### src/design/lirs_pkg.sv
// lirs_pkg: shared types and constants of the linear interpolation resampler
// holds payload structs, sequencer state codes and register indexes
// no dependencies
package lirs_pkg;

  localparam int SAMPLE_W   = 24;
  localparam int RATE_W     = 19;
  localparam int OFFSET_W   = 32;
  localparam int CFG_ADDR_W = 2;

  localparam logic [CFG_ADDR_W-1:0] CFG_SOURCE_RATE = 2'd0;
  localparam logic [CFG_ADDR_W-1:0] CFG_TARGET_RATE = 2'd1;

  localparam logic [RATE_W-1:0] RATE_RESET = 19'd48000;

  typedef struct packed {
    logic signed [SAMPLE_W-1:0] sample_in;
    logic                       last_in;
  } in_item_t;

  typedef struct packed {
    logic signed [SAMPLE_W-1:0] sample_out;
    logic                       last_out;
  } out_item_t;

  typedef enum logic [10:0] {
    S_IDLE   = 11'b000_0000_0001,
    S_FOLD   = 11'b000_0000_0010,
    S_FOLDW  = 11'b000_0000_0100,
    S_FTS    = 11'b000_0000_1000,
    S_FTW    = 11'b000_0001_0000,
    S_LOOP   = 11'b000_0010_0000,
    S_MUL    = 11'b000_0100_0000,
    S_DSTART = 11'b000_1000_0000,
    S_DWAIT  = 11'b001_0000_0000,
    S_EMIT   = 11'b010_0000_0000,
    S_TAIL   = 11'b100_0000_0000
  } state_t;

endpackage

### src/design/lirs_div.sv
// lirs_div: restoring unsigned divider, one quotient bit per cycle
// used for phase folding, rate ratio and interpolation scaling
// depends on nothing but its parameters
module lirs_div #(
  parameter int DVD_W = 43,
  parameter int DVS_W = 19
) (
  input  logic             clk,
  input  logic             rst_n,
  input  logic             start,
  input  logic [DVD_W-1:0] dividend,
  input  logic [DVS_W-1:0] divisor,
  output logic             done,
  output logic [DVD_W-1:0] quotient,
  output logic [DVS_W-1:0] remainder
);

  localparam int CNT_W = $clog2(DVD_W + 1);

  logic [DVD_W-1:0] q_r, q_nxt;
  logic [DVS_W-1:0] acc_r, acc_nxt;
  logic [DVS_W-1:0] dvs_r, dvs_nxt;
  logic [CNT_W-1:0] cnt_r, cnt_nxt;
  logic             busy_r, busy_nxt;
  logic             done_r, done_nxt;
  logic [DVS_W:0]   shifted;
  logic [DVS_W:0]   trial;
  logic             fits;

  assign shifted = {acc_r, q_r[DVD_W-1]};
  assign trial   = shifted - {1'b0, dvs_r};
  assign fits    = shifted >= {1'b0, dvs_r};

  always_comb begin
    q_nxt    = q_r;
    acc_nxt  = acc_r;
    dvs_nxt  = dvs_r;
    cnt_nxt  = cnt_r;
    busy_nxt = busy_r;
    done_nxt = 1'b0;
    if (busy_r) begin
      q_nxt   = {q_r[DVD_W-2:0], fits};
      acc_nxt = fits ? trial[DVS_W-1:0] : shifted[DVS_W-1:0];
      cnt_nxt = cnt_r - CNT_W'(1);
      if (cnt_r == CNT_W'(1)) begin
        busy_nxt = 1'b0;
        done_nxt = 1'b1;
      end
    end else if (start) begin
      q_nxt    = dividend;
      acc_nxt  = '0;
      dvs_nxt  = divisor;
      cnt_nxt  = CNT_W'(DVD_W);
      busy_nxt = 1'b1;
    end
  end

  always_ff @(posedge clk) begin
    if (!rst_n) begin
      busy_r <= 1'b0;
      done_r <= 1'b0;
      cnt_r  <= '0;
    end else begin
      busy_r <= busy_nxt;
      done_r <= done_nxt;
      cnt_r  <= cnt_nxt;
    end
  end

  always_ff @(posedge clk) begin
    q_r   <= q_nxt;
    acc_r <= acc_nxt;
    dvs_r <= dvs_nxt;
  end

  assign done      = done_r;
  assign quotient  = q_r;
  assign remainder = acc_r;

endmodule

### src/design/linear_interp_resampler.sv
// linear_interp_resampler: sample rate converter by linear interpolation
// set-up of an item: a fold division when a lowered rate leaves the phase too large,
// then the rate ratio division; each interpolated result needs a multiply and a division
// in the 43-step shared divider; one item at a time; held tail results go out as slots free up
// reset: synchronous active-low rst_n; rates return to 48000, stream state to zero
// depends on lirs_pkg and lirs_div
module linear_interp_resampler import lirs_pkg::*; #(
  parameter int MAX_RATIO = 16
) (
  input  logic                  clk,
  input  logic                  rst_n,
  input  logic                  in_valid,
  output logic                  in_stall,
  input  in_item_t              in_data,
  output logic                  out_valid,
  input  logic                  out_stall,
  output out_item_t             out_data,
  input  logic                  cfg_we,
  input  logic [CFG_ADDR_W-1:0] cfg_addr,
  input  logic [RATE_W-1:0]     cfg_wdata
);

  localparam int RESULT_CAP = 2 * MAX_RATIO;
  localparam int CNT_W      = $clog2(RESULT_CAP + 1);
  localparam int CAP_W      = RATE_W + $clog2(MAX_RATIO + 1);
  localparam int DVD_W      = SAMPLE_W + RATE_W;
  localparam int PROD_W     = DVD_W + 1;
  localparam int DIFF_W     = SAMPLE_W + 1;

  state_t state_r, state_nxt;

  logic [RATE_W-1:0]   src_rate_r, src_rate_nxt;
  logic [RATE_W-1:0]   tgt_rate_r, tgt_rate_nxt;

  logic [SAMPLE_W-1:0] prev_r, prev_nxt;
  logic                have_prev_r, have_prev_nxt;
  logic [OFFSET_W-1:0] offset_r, offset_nxt;
  logic [RATE_W-1:0]   phase_r, phase_nxt;

  logic [SAMPLE_W-1:0] cur_r, cur_nxt;
  logic                last_r, last_nxt;
  logic [RATE_W-1:0]   f_r, f_nxt;
  logic [RATE_W-1:0]   t_r, t_nxt;
  logic [RATE_W-1:0]   qft_r, qft_nxt;
  logic [RATE_W-1:0]   rft_r, rft_nxt;
  logic [CNT_W-1:0]    n_r, n_nxt;
  logic [PROD_W-1:0]   prod_r, prod_nxt;
  logic [SAMPLE_W-1:0] val_r, val_nxt;

  logic                out_valid_r, out_valid_nxt;
  out_item_t           out_data_r, out_data_nxt;

  logic [RATE_W-1:0]   f_eff, t_raw, t_eff;
  logic [CAP_W-1:0]    cap;

  logic                div_start, div_done;
  logic [DVD_W-1:0]    div_dvd, div_q;
  logic [RATE_W-1:0]   div_r;

  logic                in_acc, slot_free, emit_ok;
  logic [RATE_W:0]     phase_sum;
  logic                phase_wrap;
  logic [RATE_W-1:0]   phase_adv;
  logic [OFFSET_W-1:0] offset_adv;
  logic [CNT_W-1:0]    n_inc;
  logic                adv_cont, interp_last, tail_last;
  logic [DIFF_W-1:0]   diff;
  logic signed [PROD_W-1:0] diff_ext, phase_ext;
  logic [DIFF_W+1:0]   q_signed, v_sum;

  // zero rate acts as one; upsampling ratio saturates
  assign f_eff = (src_rate_r == '0) ? RATE_W'(1) : src_rate_r;
  assign t_raw = (tgt_rate_r == '0) ? RATE_W'(1) : tgt_rate_r;
  assign cap   = CAP_W'(f_eff) * CAP_W'(MAX_RATIO);
  assign t_eff = (CAP_W'(t_raw) > cap) ? cap[RATE_W-1:0] : t_raw;

  assign in_stall  = (state_r != S_IDLE);
  assign in_acc    = in_valid && !in_stall;
  assign slot_free = !out_valid_r || !out_stall;
  assign emit_ok   = (offset_r == '0) && (n_r < CNT_W'(RESULT_CAP));

  // position advance by one output step
  assign phase_sum  = {1'b0, phase_r} + {1'b0, rft_r};
  assign phase_wrap = phase_sum >= {1'b0, t_r};
  assign phase_adv  = phase_wrap ? RATE_W'(phase_sum - {1'b0, t_r}) : phase_sum[RATE_W-1:0];
  assign offset_adv = offset_r + OFFSET_W'(qft_r) + OFFSET_W'(phase_wrap);
  assign n_inc      = n_r + CNT_W'(1);

  // look ahead to tell whether this result closes the transaction group
  assign adv_cont    = (offset_adv == '0) && (n_inc < CNT_W'(RESULT_CAP));
  assign interp_last = last_r && !adv_cont &&
                       !((n_inc < CNT_W'(RESULT_CAP)) && (offset_adv == OFFSET_W'(1)));
  assign tail_last   = !adv_cont;

  assign diff = {cur_r[SAMPLE_W-1], cur_r} - {prev_r[SAMPLE_W-1], prev_r};

  // operands widened to the product width
  assign diff_ext  = $signed({{(PROD_W-DIFF_W){diff[DIFF_W-1]}}, diff});
  assign phase_ext = $signed({{(PROD_W-RATE_W){1'b0}}, phase_r});

  // floor division of a negative numerator: floor(x/t) = ~(~x / t)
  assign q_signed = prod_r[PROD_W-1] ? ~{1'b0, div_q[DIFF_W:0]} : {1'b0, div_q[DIFF_W:0]};
  assign v_sum    = {{3{prev_r[SAMPLE_W-1]}}, prev_r} + q_signed;

  always_comb begin
    div_start = 1'b0;
    div_dvd   = DVD_W'(f_r);
    case (state_r)
      S_FOLD: begin
        div_start = (phase_r >= t_r);
        div_dvd   = DVD_W'(phase_r);
      end
      S_FTS: begin
        div_start = 1'b1;
        div_dvd   = DVD_W'(f_r);
      end
      S_DSTART: begin
        div_start = 1'b1;
        div_dvd   = prod_r[PROD_W-1] ? ~prod_r[DVD_W-1:0] : prod_r[DVD_W-1:0];
      end
      default: begin
        div_start = 1'b0;
      end
    endcase
  end

  lirs_div #(
    .DVD_W (DVD_W),
    .DVS_W (RATE_W)
  ) u_div (
    .clk       (clk),
    .rst_n     (rst_n),
    .start     (div_start),
    .dividend  (div_dvd),
    .divisor   (t_r),
    .done      (div_done),
    .quotient  (div_q),
    .remainder (div_r)
  );

  always_comb begin
    src_rate_nxt = src_rate_r;
    tgt_rate_nxt = tgt_rate_r;
    if (cfg_we) begin
      case (cfg_addr)
        CFG_SOURCE_RATE: src_rate_nxt = cfg_wdata;
        CFG_TARGET_RATE: tgt_rate_nxt = cfg_wdata;
        default: begin
        end
      endcase
    end
  end

  always_comb begin
    state_nxt     = state_r;
    prev_nxt      = prev_r;
    have_prev_nxt = have_prev_r;
    offset_nxt    = offset_r;
    phase_nxt     = phase_r;
    cur_nxt       = cur_r;
    last_nxt      = last_r;
    f_nxt         = f_r;
    t_nxt         = t_r;
    qft_nxt       = qft_r;
    rft_nxt       = rft_r;
    n_nxt         = n_r;
    prod_nxt      = prod_r;
    val_nxt       = val_r;
    out_valid_nxt = out_valid_r && out_stall;
    out_data_nxt  = out_data_r;
    case (state_r)
      S_IDLE: begin
        if (in_acc) begin
          cur_nxt   = in_data.sample_in;
          last_nxt  = in_data.last_in;
          f_nxt     = f_eff;
          t_nxt     = t_eff;
          n_nxt     = '0;
          state_nxt = S_FOLD;
        end
      end
      S_FOLD: begin
        state_nxt = (phase_r >= t_r) ? S_FOLDW : S_FTS;
      end
      S_FOLDW: begin
        if (div_done) begin
          offset_nxt = offset_r + OFFSET_W'(div_q[RATE_W-1:0]);
          phase_nxt  = div_r;
          state_nxt  = S_FTS;
        end
      end
      S_FTS: begin
        state_nxt = S_FTW;
      end
      S_FTW: begin
        if (div_done) begin
          qft_nxt = div_q[RATE_W-1:0];
          rft_nxt = div_r;
          if (!have_prev_r) begin
            prev_nxt      = cur_r;
            have_prev_nxt = 1'b1;
            state_nxt     = last_r ? S_TAIL : S_IDLE;
          end else begin
            state_nxt = S_LOOP;
          end
        end
      end
      S_LOOP: begin
        if (emit_ok) begin
          state_nxt = S_MUL;
        end else begin
          if (offset_r != '0) offset_nxt = offset_r - OFFSET_W'(1);
          prev_nxt  = cur_r;
          state_nxt = last_r ? S_TAIL : S_IDLE;
        end
      end
      S_MUL: begin
        prod_nxt  = diff_ext * phase_ext;
        state_nxt = S_DSTART;
      end
      S_DSTART: begin
        state_nxt = S_DWAIT;
      end
      S_DWAIT: begin
        if (div_done) begin
          val_nxt   = v_sum[SAMPLE_W-1:0];
          state_nxt = S_EMIT;
        end
      end
      S_EMIT: begin
        if (slot_free) begin
          out_valid_nxt         = 1'b1;
          out_data_nxt.sample_out = val_r;
          out_data_nxt.last_out = interp_last;
          phase_nxt             = phase_adv;
          offset_nxt            = offset_adv;
          n_nxt                 = n_inc;
          state_nxt             = S_LOOP;
        end
      end
      S_TAIL: begin
        if (emit_ok) begin
          if (slot_free) begin
            out_valid_nxt         = 1'b1;
            out_data_nxt.sample_out = cur_r;
            out_data_nxt.last_out = tail_last;
            phase_nxt             = phase_adv;
            offset_nxt            = offset_adv;
            n_nxt                 = n_inc;
          end
        end else begin
          // end of stream, stream state back to reset values
          prev_nxt      = '0;
          have_prev_nxt = 1'b0;
          offset_nxt    = '0;
          phase_nxt     = '0;
          state_nxt     = S_IDLE;
        end
      end
      default: begin
        state_nxt = S_IDLE;
      end
    endcase
  end

  always_ff @(posedge clk) begin
    if (!rst_n) begin
      state_r     <= S_IDLE;
      src_rate_r  <= RATE_RESET;
      tgt_rate_r  <= RATE_RESET;
      prev_r      <= '0;
      have_prev_r <= 1'b0;
      offset_r    <= '0;
      phase_r     <= '0;
      n_r         <= '0;
      out_valid_r <= 1'b0;
    end else begin
      state_r     <= state_nxt;
      src_rate_r  <= src_rate_nxt;
      tgt_rate_r  <= tgt_rate_nxt;
      prev_r      <= prev_nxt;
      have_prev_r <= have_prev_nxt;
      offset_r    <= offset_nxt;
      phase_r     <= phase_nxt;
      n_r         <= n_nxt;
      out_valid_r <= out_valid_nxt;
    end
  end

  always_ff @(posedge clk) begin
    cur_r      <= cur_nxt;
    last_r     <= last_nxt;
    f_r        <= f_nxt;
    t_r        <= t_nxt;
    qft_r      <= qft_nxt;
    rft_r      <= rft_nxt;
    prod_r     <= prod_nxt;
    val_r      <= val_nxt;
    out_data_r <= out_data_nxt;
  end

  assign out_valid = out_valid_r;
  assign out_data  = out_data_r;

  // phase must be folded below the rate before any result is computed
  a_phase_folded: assert property (@(posedge clk) disable iff (!rst_n)
    (state_r == S_LOOP || state_r == S_MUL) |-> (phase_r < t_r))
    else $error("phase remainder not below rate in result loop");

  // divider results only arrive while the sequencer waits for them
  a_div_expected: assert property (@(posedge clk) disable iff (!rst_n)
    div_done |-> (state_r == S_FOLDW || state_r == S_FTW || state_r == S_DWAIT))
    else $error("divider finished outside a wait state");

  a_result_cap: assert property (@(posedge clk) disable iff (!rst_n)
    n_r <= CNT_W'(RESULT_CAP))
    else $error("result count beyond cap");

  // a result ready with a free slot lands in the output register
  a_emit_lands: assert property (@(posedge clk) disable iff (!rst_n)
    (state_r == S_EMIT && slot_free) |=> (out_valid_r && state_r == S_LOOP))
    else $error("emitted result not registered");

endmodule

### config.mk
export PLATFORM = sky130hd
export DESIGN_NAME = linear_interp_resampler
export DESIGN_NICKNAME = d
export VERILOG_FILES = /design/src/design/lirs_pkg.sv /design/src/design/lirs_div.sv /design/src/design/linear_interp_resampler.sv
export SDC_FILE = /design/constraint.sdc
export NUM_CORES = 2
export LEC_CHECK = 0
export BUFFER_PORTS_ARGS = -buffer_cell sky130_fd_sc_hd__buf_2
export CAP_MARGIN = 20
export CORE_MARGIN = 1.5
export CORE_UTILIZATION = 45
export CTS_BUF_LIST = sky130_fd_sc_hd__clkbuf_16
export DETAILED_ROUTE_END_ITERATION = 8
export GPL_ROUTABILITY_DRIVEN = 0
export SETUP_SLACK_MARGIN = 0.5
export SYNTH_ARGS = -nofsm -noshare
export SYNTH_HDL_FRONTEND = slang
export SYNTH_SLANG_ARGS = --single-unit
### constraint.sdc
create_clock -name clk -period 10.3 [get_ports clk]
set_input_delay 2.575 -clock clk [delete_from_list [all_inputs] [get_ports clk]]
set_output_delay 2.575 -clock clk [all_outputs]
set_load 0.02 [all_outputs]
# --- Word-level counts from Yosys, hierarchy flattened ---
# Index checks and enable logic that the tools add are counted.
# W data, S select, Z words.
totals:
  regBits: 415
  out_inout_bits: 27
  input_bits: 51
  wordCells: 173
classes:
  n_reduce_logical: 41
  n_addsub: 11
  n_lt_le_gt_ge: 6
  bitwise: 3
  muxes: 59
  multipliers: 1
  n_eq_ne: 26
ops:
  columns: ["cell", "count"]
  rows:
  - ["$mux W19", 10]
  - ["$mux W32", 5]
  - ["$mux W43", 3]
  - ["$pmux W32 S4", 1]
  - ["$pmux W11 S11", 1]
  - ["$mux W24", 5]
  - ["$mux W11", 9]
  - ["$pmux W43 S2", 1]
  - ["$mux W25", 3]
  - ["$pmux W24 S3", 1]
  - ["$add A32 B19 Y32", 2]
  - ["$logic_not A32 Y1", 2]
  - ["$pmux W19 S3", 1]
  - ["$pmux W25 S2", 1]
  - ["$mul A25 B20 Y44", 1]
  - ["$not A43 Y43", 1]
  - ["$ge A20 B19 Y1", 2]
  - ["$logic_not A19 Y1", 2]
  - ["$sub A19 B19 Y19", 2]
  - ["$add A32 B1 Y32", 1]
  - ["$eq A32 B1 Y1 const B", 1]
  - ["$reduce_bool A32 Y1", 1]
  - ["$sub A32 B1 Y32 const B", 1]
  - ["$mux W6", 5]
  - ["other kinds (43)", 85]

# --- Depth between registers and ports, before layout ---
logic_depth:
  depth_word: 10
  mapped_depth: 39
  depth_no_buf: 38

# --- Modules after synthesis ---
# A second synthesis with hierarchy kept.
unflattened:
  cells_unflattened: 4665
  area_unflattened_um2: 43221.5
modules_own_cells:
  columns: ["module", "n_inst", "area_each_um2", "seq_area_each_um2", "cells_each"]
  rows:
  - ["linear_interp_resampler", 1, 38538.2, 8468.1, 4273]
  - ["lirs_div", 1, 4683.2, 2592.5, 392]

# --- Worst setup path before layout ---
# Ideal clock, no wire load.
synth_timing:
  path_kind: "register to register"
  start: "reg prev_r[1]"
  end: "reg prod_r[43] (data pin)"
  path_stages_with_launch: 40
  n_path_buf: 1
  period_less_slack_ns: 9.163
  arrival_time_ns: 8.899
  path_slack_ns: 1.137
  setup_ns: 0.264
  cell_sequence: "dfxtp_1 -> inv_1 -> ha_1 -> nor2b_1 -> o21ai_0 -> a21boi_0 -> o21ai_0 -> a211oi_1 -> o21a_1 -> a21o_1 -> a21oi_1 -> xnor2_1 -> clkbuf_1 -> nand2_1 -> fa_1 -> inv_1 -> fa_1 -> inv_1 -> [4 not listed] -> fa_1 -> inv_1 -> fa_1 -> inv_1 -> fa_1 -> inv_1 -> ha_1 -> nand4_1 -> nor3_1 -> nand2_1 -> or4_1 -> a211oi_1 -> o31ai_1 -> a21oi_1 -> a41o_1 -> nor3_1 -> o31ai_1 -> xnor2_1"
synth_between:
  elab_chain_cells: 2
synth_rtl:
  columns: ["item", "line", "text"]
  rows:
  - ["from (decl)", "linear_interp_resampler.sv:35", "logic [SAMPLE_W-1:0] prev_r, prev_nxt;"]
  - ["from (signal assigned)", "linear_interp_resampler.sv:281", "prev_r <= prev_nxt;"]
  - ["$sub A24 B24 Y25", "linear_interp_resampler.sv:95", "assign diff = {cur_r[SAMPLE_W-1], cur_r} - {prev_r[SAMPLE_W-1], prev_r};"]
  - ["$mul A25 B20 Y44", "linear_interp_resampler.sv:218", "prod_nxt = diff_ext * phase_ext;"]
  - ["to (signal assigned)", "linear_interp_resampler.sv:297", "prod_r <= prod_nxt;"]
  - ["to (decl)", "linear_interp_resampler.sv:47", "logic [PROD_W-1:0] prod_r, prod_nxt;"]
# No other way between the ends.
# A chain may end at the register's enable or synchronous reset.

# --- Worst setup path after layout ---
layout_timing:
  start: "reg cur_r[0]"
  end: "reg prod_r[39] (data pin)"
layout_between:
  elab_chain_cells: 2
layout_rtl:
  columns: ["item", "line", "text"]
  rows:
  - ["from (decl)", "linear_interp_resampler.sv:40", "logic [SAMPLE_W-1:0] cur_r, cur_nxt;"]
  - ["from (signal assigned)", "linear_interp_resampler.sv:291", "cur_r <= cur_nxt;"]
  - ["$sub A24 B24 Y25", "linear_interp_resampler.sv:95", null]
  - ["$mul A25 B20 Y44", "linear_interp_resampler.sv:218", null]
# No other way between the ends.

==> flow_summary.json <==
{
  "mostFrequentLayoutCells": "inv_1, nand2_1, fa_1",
  "drtPass1Iterations": 9,
  "finalSetupViolations": 0,
  "place_ws_ns": 0.1561,
  "critical_path_class": "reg2reg",
  "synth.avg_cell_area_um2": 9.026,
  "clock-sinks": 415,
  "hp-start": "t_r[6]$_DFFE_PP_",
  "drv_cap": 0,
  "antenna_found_initial": 2,
  "ant_nets": 0,
  "layout_commonest_cell": "inv_1",
  "drcViolationCount": 9,
  "cts_tree": "done",
  "critPathMaxStageDelay_ns": 0.58,
  "grt_max_degree": 80,
  "relSlewSlack_pct": 29.51,
  "first_iter_violations": 2867,
  "crit_slowest_cell": "fa_2",
  "routed-via-count": 34650,
  "yosys.area_share.simple_pct": 17.01,
  "yosysUniqueCellTypes": 81,
  "r2r_cells": 37,
  "yosysTopAreaCell": "fa_1",
  "power.density_nw_per_um2": 92.41,
  "syn_to_final_growth_pct": 8.806,
  "final_util_pct": 49.53,
  "vdd_drop_max_mv": 0.1171,
  "finClkSkew_ns": 0.03192,
  "failed_checks": "design-rule violations",
  "synth_top_area_share_pct": 22.07,
  "drive_above_1_share_pct": 7.549,
  "die_h_um": 316.0,
  "cts.clk_slew.worst_paths_ns": 0.06,
  "worst_pin_slew_ns": 1.056,
  "yosysSeqAreaShare_pct": 25.09,
  "critPathCaptureType": "register",
  "numCtsBuffers": 47,
  "syn_nets": 5730,
  "regToRegEndpoint": "prod_r[39]$_DFFE_PP_",
  "finalCritPeriodShare_pct": 93.03,
  "arrival_ns": 9.93,
  "critPathLaunchType": "register",
  "std_cell_rows": 114,
  "reg2reg_setup_slack_ns": 0.72,
  "grt.total_usage_pct": 25.36,
  "rsz0062_at_grt": "true",
  "synth_edf_count": 275,
  "fmaxAchievable_mhz": 104.4,
  "synth_xor_area_share_pct": 4.986,
  "cts_root_buffer": "clkbuf_16",
  "die_width_um": 316.0,
  "netlist_top_cells_area": "fa_1, edfxtp_1, ha_1",
  "ctsHoldBuffers": 0,
  "syn_area_um2": 44090,
  "overflow": 0,
  "dpl.hpwl_um": 96060,
  "h-tree-depth": 2,
  "fin_tns_setup_ns": 0,
  "report.final.slew_viol_count": 0,
  "r2r-start": "cur_r[0]$_DFFE_PP_",
  "synth_top_family_by_area": "adder cells",
  "grt_pass1_wl_um": 196800,
  "critPathMaxFanout": 5,
  "hold-path-cell-count": 0,
  "ios": 78,
  "diodes": 0,
  "die_area_um2": 99870,
  "cts_buffer_depth": 3,
  "synth_mux_area_share_pct": 0.9507,
  "initial_core_util_pct": 45.52,
  "clkLatencyLatePin_ns": 0.63,
  "leakagePower_uw": 0.02132,
  "ys_seq_elements": 415,
  "layout_setup_ws_ns": 0.7181,
  "status": "complete, but fails checks",
  "hp-class": "reg2reg",
  "synthFlopType": "edfxtp_1",
  "critPathRequiredTime_ns": 10.64,
  "synth-compound-area-share_pct": 13.15,
  "grt_pass1_vias": 34159,
  "synthAdderAreaFrac_pct": 30.81,
  "hold_end": "u_div.dvs_r[6]$_DFFE_PP_",
  "fin_crit_ns": 9.582,
  "synth_cells": 4885,
  "routedWlPerCell_um": 20.35,
  "viasPerCell": 5.610,
  "yosys_warnings": 0,
  "core_area_um2": 96850,
  "wl_um": 125700,
  "cpMostUsedCell": "fa_1",
  "finalHoldViolCount": 0,
  "fin_nets": 5712,
  "io_buffers": 77,
  "synthArstFlopShare_pct": 0
}
==> stage by stage <==
stage	total power [uW]	instance area [um2]	instances	hold WS, ns
detailed placement	2638	45830	6069	0.4363
CTS	4410	47480	6154	0.4511
global placement	2633	45830	6069	0.4325
floorplan	2323	44090	4885	0.4264
global route	4588	47970	6177	0.4575
finish	4433	47970	6177	0.4484
==> metal layers <==
layer | vias to the layer above | part of all wire [%] | global-route usage, %
met5 | - | 0 | 0
met4 | 0 | 2.5 | 6.187
met3 | 158 | 6.2 | 2.845
met2 | 1090 | 47 | 41.69
met1 | 17158 | 45 | 35.80
li1 | 16244 | - | -
==> cells by family after synthesis <==
kind of cell	after synthesis
fa+ha+maj	794
xor+xnor	251
compound gates	893
buf+inv	938
mux	40
simple gates	1554
flops	415
==> report_power, final <==
| part | switching, uW | internal, uW | total [uW] |
|---|---|---|---|
| combinational | 534 | 239 | 773 |
| clock | 753 | 1010 | 1770 |
| sequential | 62.5 | 1830 | 1890 |
==> final cells by class <==
class	count	area, um2
timing repair buffer	190	1250
sequential	415	11070
fill	9151	48880
multi-input combinational	3532	29930
inverter	681	2565
clock inverter	36	386.6
clock buffer	47	1176
tap	1276	1597
==> worst max-delay path: cells and delay by family (launching register included) <==
family	cells	cell delay, ns
DFF	1	0.39
AOI/OAI and AO/OA	15	3.47
adders and majority gates	10	4.13
xor gates and xnor gates	1	0.08
buffers and inverters	8	0.94
and+or+nand+nor	3	0.30
==> worst max-delay path by stage <==
| stage | from | to | slack [ns] | cells after the start |
|---|---|---|---|---|
| final | cur_r[0]$_DFFE_PP_ | prod_r[39]$_DFFE_PP_ | 0.72 | 37 |
| after global routing | cur_r[14]$_DFFE_PP_ | prod_r[43]$_DFFE_PP_ | 0.44 | 35 |
| after floorplan | prev_r[1]$_SDFFE_PN0P_ | prod_r[43]$_DFFE_PP_ | 1.14 | 39 |
| after CTS | cur_r[0]$_DFFE_PP_ | prod_r[43]$_DFFE_PP_ | 0.53 | 37 |
| after global placement | cur_r[0]$_DFFE_PP_ | prod_r[43]$_DFFE_PP_ | 0.28 | 37 |
| after detailed placement | prev_r[1]$_SDFFE_PN0P_ | prod_r[43]$_DFFE_PP_ | 0.16 | 38 |
==> synth_stat cells, types with 7 or more instances <==
master / instances
o21bai_1: 19
or4_1: 8
o21ai_0: 175
inv_1: 681
nor3_1: 70
and3_1: 34
a21boi_0: 8
xnor2_1: 168
mux2_2: 15
nor4_1: 26
o31a_1: 13
mux2i_1: 25
a211oi_1: 46
nor2_1: 247
a22oi_1: 33
buf_2: 7
and4_1: 17
clkbuf_1: 246
dfxtp_1: 140
edfxtp_1: 275
ha_1: 308
xor2_1: 83
nand2b_1: 56
o21a_1: 53
or3_1: 19
o31ai_1: 35
and2_1: 197
nor3b_1: 9
nand4_1: 53
nor2b_1: 64
nand3_1: 92
a31o_2: 7
a2111oi_0: 8
o22ai_1: 17
a21o_1: 66
or2_2: 9
nand3b_1: 26
a21oi_1: 242
a31oi_1: 47
fa_1: 486
o211ai_1: 19
o311ai_0: 21
nand2_1: 614
==> registers in the layout, summed over array words and instances, names as in the netlist, 6 cells and up <==
name and flops:
cur_r 24, f_r 19, n_r 6, offset_r 32, out_data 25, phase_r 19, prev_r 24, prod_r 44
qft_r 19, rft_r 19, src_rate_r 19, state_r 11, t_r 19, tgt_rate_r 19, u_div.cnt_r 6, u_div.dvs_r 19
u_div.quotient 43, u_div.remainder 19, val_r 24
==> timing repair <==
action	4_1_cts	5_1_grt
resized for setup	14	60
endpoints found under the hold margin	0	0
pin swaps	3	28
buffers inserted	2	22
setup endpoints to repair	7	8
No activity file was read; power rests on OpenSTA's default activity.
